[src/rtl/multi_stream_swb_lcg_rng_defines.svh]
// Assertion macros shared by the RTL
`ifndef MULTI_STREAM_SWB_LCG_RNG_DEFINES_SVH
`define MULTI_STREAM_SWB_LCG_RNG_DEFINES_SVH

`ifndef SYNTH
// Same-cycle implication, sampled on the rising clock edge
`define MSRNG_ASSERT_IMPL(lbl, clk, rst, ante, cons) \
   lbl: assert property (@(posedge clk) disable iff (rst) (ante) |-> (cons)) \
      else $error("implication check failed");
// Next-cycle implication, sampled on the rising clock edge
`define MSRNG_ASSERT_NEXT(lbl, clk, rst, ante, cons) \
   lbl: assert property (@(posedge clk) disable iff (rst) (ante) |=> (cons)) \
      else $error("next-cycle check failed");
`else
`define MSRNG_ASSERT_IMPL(lbl, clk, rst, ante, cons)
`define MSRNG_ASSERT_NEXT(lbl, clk, rst, ante, cons)
`endif

`endif

[src/rtl/msrng_pkg.sv]
package msrng_pkg;

   // Default number of streams in the table
   localparam int NUM_STREAMS_DEF = 8;

   localparam logic [31:0] LCG_MUL    = 32'd69069;
   localparam logic [31:0] LCG_ADD    = 32'd1013904243;
   localparam logic [31:0] SWB_OFFSET = 32'd18;

   // Operation codes
   typedef enum logic [2:0] {
      FUNC_DRAW  = 3'd0,
      FUNC_LOAD  = 3'd1,
      FUNC_SET_N = 3'd2,
      FUNC_READ  = 3'd3,
      FUNC_RESET = 3'd4
   } func_type;

   // Sequencer states
   typedef enum logic [1:0] {
      ST_IDLE,
      ST_APPLY,
      ST_REPLY
   } ctl_state_type;

   // One stream's full state, as held in one memory entry
   typedef struct packed {
      logic [31:0] x;
      logic [31:0] y;
      logic [31:0] z;
      logic        c;
      logic [31:0] n;
   } stream_state_type;

   localparam stream_state_type DEF_STATE = '{
      x: 32'd521288629,
      y: 32'd362436069,
      z: 32'd1613801,
      c: 1'b1,
      n: 32'd1131199209
   };

endpackage

[src/rtl/multi_stream_swb_lcg_rng.sv]
// Multi-stream subtract-with-borrow plus congruential random number source.
// Command channel: drive req_* with start high; the transaction is taken at a
// rising edge where start is high and busy is low. func selects draw, load of
// all parameters, set of n, read back, or restore of one stream to defaults.
// Result channel: rsp_strobe is high for exactly one cycle with rsp_* valid;
// the receiver cannot hold it off and must take it in that cycle.
// Timing: the state memory is read at the accepting edge; the update and
// write-back happen in the APPLY state, which registers the result, and
// rsp_strobe is then high in the REPLY state.
// Busy: busy is high in the APPLY (update) state, set by the read-modify-write
// round trip through the memory, so no transaction is taken during an update.
// A new transaction may be taken while the previous result is on rsp_*.
// Reset (synchronous, active high) clears the per-stream valid bits at once;
// a stream never written since reset reads as the default state, so no
// clearing pass is needed and the block is ready the cycle after reset.
// A stream index at or beyond NUM_STREAMS changes nothing and returns zeros.
`include "multi_stream_swb_lcg_rng_defines.svh"

module multi_stream_swb_lcg_rng #(
   parameter int NUM_STREAMS = msrng_pkg::NUM_STREAMS_DEF
) (
   input  logic        clock,
   input  logic        reset,
   input  logic        start,
   output logic        busy,
   input  logic [2:0]  req_func,
   input  logic [2:0]  req_stream_sel,
   input  logic [31:0] req_x_value,
   input  logic [31:0] req_y_value,
   input  logic [31:0] req_z_value,
   input  logic        req_carry_value,
   input  logic [31:0] req_n_value,
   output logic        rsp_strobe,
   output logic [31:0] rsp_random_word,
   output logic [31:0] rsp_x_out,
   output logic [31:0] rsp_y_out,
   output logic [31:0] rsp_z_out,
   output logic        rsp_carry_out,
   output logic [31:0] rsp_n_out
);
   import msrng_pkg::*;

   localparam int IDX_W = (NUM_STREAMS > 1) ? $clog2(NUM_STREAMS) : 1;

   // Stream state memory and per-entry valid bits
   stream_state_type       mem [NUM_STREAMS];
   logic [NUM_STREAMS-1:0] valid_ff;

   ctl_state_type    state_ff, state_in;
   logic             accept;
   logic             req_in_range;
   logic [IDX_W-1:0] req_idx;

   // Captured transaction
   logic [2:0]       func_ff;
   logic [IDX_W-1:0] idx_ff;
   logic             in_range_ff;
   stream_state_type load_ff;

   // Memory read data and its valid flag
   stream_state_type rd_data_ff;
   logic             rd_valid_ff;

   // Update stage
   stream_state_type cur;
   stream_state_type upd_in;
   logic             wr_en;
   logic [31:0]      swb_t;
   logic [31:0]      lcg_prod;

   // Result registers
   stream_state_type res_ff, res_in;
   logic             draw_ff, draw_in;

   assign accept       = start && !busy;
   assign req_in_range = (32'(req_stream_sel) < NUM_STREAMS);
   assign req_idx      = IDX_W'(req_stream_sel);

   // Next state
   always_comb begin
      state_in = state_ff;
      unique case (state_ff)
         ST_IDLE:  if (accept) state_in = ST_APPLY;
         ST_APPLY: state_in = ST_REPLY;
         ST_REPLY: state_in = accept ? ST_APPLY : ST_IDLE;
         default:  state_in = ST_IDLE;
      endcase
   end

   // Handshake outputs
   always_comb begin
      busy       = 1'b0;
      rsp_strobe = 1'b0;
      unique case (state_ff)
         ST_IDLE:  ;
         ST_APPLY: busy = 1'b1;
         ST_REPLY: rsp_strobe = 1'b1;
         default:  ;
      endcase
   end

   always_ff @(posedge clock) begin
      if (reset) begin
         state_ff <= ST_IDLE;
      end else begin
         state_ff <= state_in;
      end
   end

   // Capture the transaction and issue the memory read
   always_ff @(posedge clock) begin
      if (accept) begin
         func_ff     <= req_func;
         idx_ff      <= req_idx;
         in_range_ff <= req_in_range;
         load_ff     <= '{x: req_x_value, y: req_y_value, z: req_z_value,
                          c: req_carry_value, n: req_n_value};
         if (req_in_range) begin
            rd_data_ff  <= mem[req_idx];
            rd_valid_ff <= valid_ff[req_idx];
         end else begin
            rd_data_ff  <= DEF_STATE;
            rd_valid_ff <= 1'b0;
         end
      end
   end

   // Untouched streams read as defaults
   assign cur      = rd_valid_ff ? rd_data_ff : DEF_STATE;
   assign swb_t    = cur.x + 32'(cur.c);
   assign lcg_prod = cur.n * LCG_MUL;

   // Apply the operation to the stream
   always_comb begin
      upd_in  = cur;
      wr_en   = 1'b0;
      draw_in = 1'b0;
      unique case (func_ff)
         FUNC_DRAW: begin
            upd_in.x = cur.y;
            upd_in.y = cur.z;
            if (cur.y > swb_t) begin
               upd_in.z = cur.y - swb_t;
               upd_in.c = 1'b0;
            end else begin
               upd_in.z = swb_t - cur.y - SWB_OFFSET;
               upd_in.c = 1'b1;
            end
            upd_in.n = lcg_prod + LCG_ADD;
            wr_en    = 1'b1;
            draw_in  = 1'b1;
         end
         FUNC_LOAD: begin
            upd_in = load_ff;
            wr_en  = 1'b1;
         end
         FUNC_SET_N: begin
            upd_in.n = load_ff.n;
            wr_en    = 1'b1;
         end
         FUNC_RESET: begin
            upd_in = DEF_STATE;
            wr_en  = 1'b1;
         end
         default: ;
      endcase
      if (!in_range_ff) begin
         wr_en   = 1'b0;
         draw_in = 1'b0;
      end
      res_in = in_range_ff ? upd_in : '0;
   end

   // Write back and hold the result
   always_ff @(posedge clock) begin
      if (state_ff == ST_APPLY) begin
         res_ff  <= res_in;
         draw_ff <= draw_in;
         if (wr_en) mem[idx_ff] <= upd_in;
      end
   end

   // Mark streams written since reset
   always_ff @(posedge clock) begin
      if (reset) begin
         valid_ff <= '0;
      end else if (state_ff == ST_APPLY && wr_en) begin
         valid_ff[idx_ff] <= 1'b1;
      end
   end

   // Drive the result ports
   assign rsp_random_word = draw_ff ? (res_ff.z + res_ff.n) : 32'd0;
   assign rsp_x_out       = res_ff.x;
   assign rsp_y_out       = res_ff.y;
   assign rsp_z_out       = res_ff.z;
   assign rsp_carry_out   = res_ff.c;
   assign rsp_n_out       = res_ff.n;

   // Checks
   `MSRNG_ASSERT_NEXT(a_accept_to_apply, clock, reset, accept, state_ff == ST_APPLY)
   `MSRNG_ASSERT_NEXT(a_apply_to_reply, clock, reset, busy, rsp_strobe)
   `MSRNG_ASSERT_IMPL(a_reply_after_apply, clock, reset, rsp_strobe, $past(busy))
   `MSRNG_ASSERT_IMPL(a_range_zero, clock, reset, rsp_strobe && !in_range_ff, res_ff == '0)

endmodule
[config.mk]
export PLATFORM = sky130hd
export DESIGN_NAME = multi_stream_swb_lcg_rng
export DESIGN_NICKNAME = d
export VERILOG_FILES = /design/src/rtl/msrng_pkg.sv /design/src/rtl/multi_stream_swb_lcg_rng.sv
export VERILOG_INCLUDE_DIRS = /design/src /design/src/rtl
export SDC_FILE = /design/constraint.sdc
export NUM_CORES = 2
export LEC_CHECK = 0
export BUFFER_PORTS_ARGS = -buffer_cell sky130_fd_sc_hd__buf_4
export CELL_PAD_IN_SITES_DETAIL_PLACEMENT = 0
export CELL_PAD_IN_SITES_GLOBAL_PLACEMENT = 2
export CORE_ASPECT_RATIO = 0.5
export CORE_UTILIZATION = 45
export DETAILED_ROUTE_END_ITERATION = 7
export PLACE_DENSITY = 0.87
export SLEW_MARGIN = 0
export SYNTH_ARGS = -nofsm -noshare
export SYNTH_HDL_FRONTEND = slang
export SYNTH_SLANG_ARGS = --single-unit
[constraint.sdc]
create_clock -name clock -period 17 [get_ports clock]
set_clock_uncertainty 0.1 [all_clocks]
set_input_delay 0 -clock clock [delete_from_list [all_inputs] [get_ports clock]]
set_output_delay 0 -clock clock [all_outputs]
set_load 0.05 [all_outputs]
==> results_dict.tcl <==
set metrics [dict create \
    vdd_drop_max_mv 0.2087 \
    drtPass1Iterations 8 \
    synth-main-ff-cell "edfxtp_1" \
    grt_max_degree 98 \
    whs_path_depth 1 \
    chipHeight_um 276.5 \
    ys_ff_latch 1437 \
    drc_errors 1 \
    hpwl_um 127700 \
    final_cell_mix "1427 x edfxtp_1, 379 x inv_1, 363 x buf_4, 277 x ha_1, 271 x dlygate4sd3_1" \
    synth_warnings 0 \
    via_per_inst 5.868 \
    final_common_cell "edfxtp_1" \
    crit_arrival_ps 8590 \
    status "finished, violations left" \
    p_sw_mw 3.792 \
    layout.nets 5421 \
    p_leak_nw 28.56 \
    min_from "state_ff[0]$_SDFFE_PP0P_" \
    wl_per_cell_um 28.10 \
    p_total_mw 11.13 \
    rows 100 \
    swShare 0.3408 \
    slowest_stage "a211oi_1" \
    async_flop_share 0 \
    initial_core_util 0.4547 \
    path_cells "buf_4 > inv_2 > nor2_1 > inv_1 > ha_1 > fa_1 > fa_1 > inv_1 > fa_1 > inv_1 > fa_1 > inv_1 > fa_1 > inv_1 > ha_1 > and3_1 > a221o_1 > a211oi_2 > o31ai_1 > a21oi_1 > o21ai_0 > xnor2_1 > a211oi_1" \
    clock-root-buffer "clkbuf_16" \
    instances_no_fill 6924 \
    overflow 0 \
    grt_pass1_wl_um 281600 \
    ctsResizeCount 0 \
    htreeDepth 4 \
    setup_viol 0 \
    fin_crit_ps 8338 \
    worstSkewPairLatency_ps 780 \
    dieArea_um2 152300 \
    clkPwrFrac 0.271 \
    violations "DRC" \
    r2r-end "mem[7][22]$_DFFE_PP_" \
    drt_wl_total_um 194600 \
    cts_sinks 1437 \
    rrSetupSlack_ps 8660 \
    min_to "state_ff[0]$_SDFFE_PP0P_" \
    grt_usage 0.2534 \
    worst_slack_ps 8662 \
    cp.required_ps 17250 \
    dp.cells 6419 \
    synth_nets 4812 \
    tritoncts "yes" \
    final-hold-violation-count 0 \
    drt_iter0_drc 4533 \
    reg2reg_from "rd_valid_ff$_DFFE_PP_" \
    cellPowerDensity_nw_per_um2 139.9 \
    rsz0062_at_grt "false" \
    critical_path.max_stage_delay_ps 950 \
    ant_nets 0 \
    clockBufferDepth 4 \
    worst_slew_pin_slew_ps 1344 \
    postCtsSetupBuffers 0 \
    port_buffers 300 \
    path_class "reg -> reg" \
    drv_cap 0 \
    clkSlewWorstSetupHoldPaths_ps 60 \
    numCtsBuffers 138 \
    internal_power_mw 7.336 \
    max_clock_freq_ghz 0.1199 \
    start_kind "flip-flop" \
    synth_area_um2 67810 \
    fin_setup_tns_ps 0 \
    crit_fanout 42 \
    gp_congestion 0.9142 \
    seq_power_share 0.380 \
    holdCritPathClass "reg -> reg" \
    endpoint_kind "flip-flop" \
    drive_above_1_share 0.1995 \
    synth-seq-area-share 0.6349 \
    antenna_found_initial 3 \
    crit_start "rd_valid_ff$_DFFE_PP_" \
    dp_slack_ps 8712 \
    synth_cell_type_count 82 \
    slew_headroom 0.1038 \
    core_um2 149100 \
    area_growth_pct 17.31 \
    syn_area_per_cell_um2 16.02 \
    synth_enable_flop_cells 1427 \
    rr_worst_depth 23 \
    combPwrFrac 0.349 \
    report.final.slew_viol_count 0 \
    chipWidth_um 551.0 \
    io_pins 301 \
    syn_inst 4232 \
    num_vias 40630 \
    grt_pass1_vias 41230 \
    finalCritPeriodShare 0.4905 \
]
-- metrics by stage --
step	cell area, um2	util	hold WS, ps
3_3_place_gp	72550	0.4865	78.08
6_report	79550	0.5334	351.2
5_1_grt	79540	0.5333	366.5
3_5_place_dp	72550	0.4865	79.44
4_1_cts	79540	0.5333	331.4
2_1_floorplan	67810	-	-1.131
-- critical path, delay by kind of cell, from the launching register on --
family / cells / cell delay [ps]
buf+inv: 7 / 1110
fa+ha+maj: 7 / 3260
flops: 1 / 320
simple gates: 2 / 670
compound gates: 6 / 2310
xor+xnor: 1 / 160
-- per-layer routing --
layer / global-route usage / part of all wire / up-vias
met5: 0 / 0 / -
met4: 0.07519 / 0.031 / 0
met3: 0.04278 / 0.085 / 302
met2: 0.4055 / 0.47 / 2010
met1: 0.3567 / 0.41 / 20920
li1: - / - / 17400
-- cells in the mapped netlist (all sizes together), types with 52 or more instances --
cell type	number	share of area
xnor2	91	0.012
fa	165	0.049
nand2	169	0.0094
mux2	131	0.022
ha	277	0.051
o22ai	75	0.0069
edfxtp	1427	0.63
inv	383	0.021
o21ai	126	0.0093
a22oi	78	0.0086
xor2	52	0.0067
nor2	174	0.0096
clkbuf	128	0.0071
mux4	260	0.086
a21oi	157	0.012
-- layout make-up --
class	instances	area [um2]
antenna	2	5.005
clock buffer	175	3654
clock inverter	57	620.6
fill	11820	69600
inverter	385	1450
multi-input combinational	2240	22760
sequential	1437	43050
tap	1989	2489
timing repair buffer	639	5519
-- power by group through the flow --
stage               combinational (mW)  clock, mW  sequential [mW]
floorplan                         2.61          0             4.33
global placement                  3.75          0             4.30
detailed placement                3.76          0             4.30
CTS                               3.85       3.04             4.23
global route                      4.24       3.18             4.23
finish                            3.89       3.01             4.23
-- kinds of logic after synthesis --
kind of cell / count (synthesis) / synth area share
compound gates: 667 / 0.06521
xor+xnor: 143 / 0.01847
fa+ha+maj: 443 / 0.09997
buf+inv: 555 / 0.03087
flops: 1437 / 0.6349
mux: 403 / 0.1099
simple gates: 584 / 0.04072
-- sequential cells by signal, summed over array words and instances, names as in the netlist --
name	flops
draw_ff	1
func_ff	3
idx_ff	3
load_ff	129
mem	1032
rd_data_ff	129
rd_valid_ff	1
rsp_carry_out	1
rsp_n_out	32
rsp_x_out	32
rsp_y_out	32
rsp_z_out	32
state_ff	2
valid_ff	8
-- how the worst max path moves through the flow --
stage / end / slack, ps / depth (start not counted)
5_1_grt: mem[7][22]$_DFFE_PP_ / 8260 / 23
3_3_place_gp: mem[0][22]$_DFFE_PP_ / 8940 / 23
4_1_cts: mem[7][22]$_DFFE_PP_ / 8640 / 23
3_5_place_dp: mem[2][22]$_DFFE_PP_ / 8710 / 23
2_1_floorplan: mem[0][0]$_DFFE_PP_ / 6020 / 5
6_report: mem[7][22]$_DFFE_PP_ / 8660 / 23
-- repair_timing --
action / CTS / global route
setup endpoints to repair: 0 / 0
hold buffers: 271 / 0
endpoints found under the hold margin: 253 / 0
Note: power is estimated with default switching activity, not from simulation.
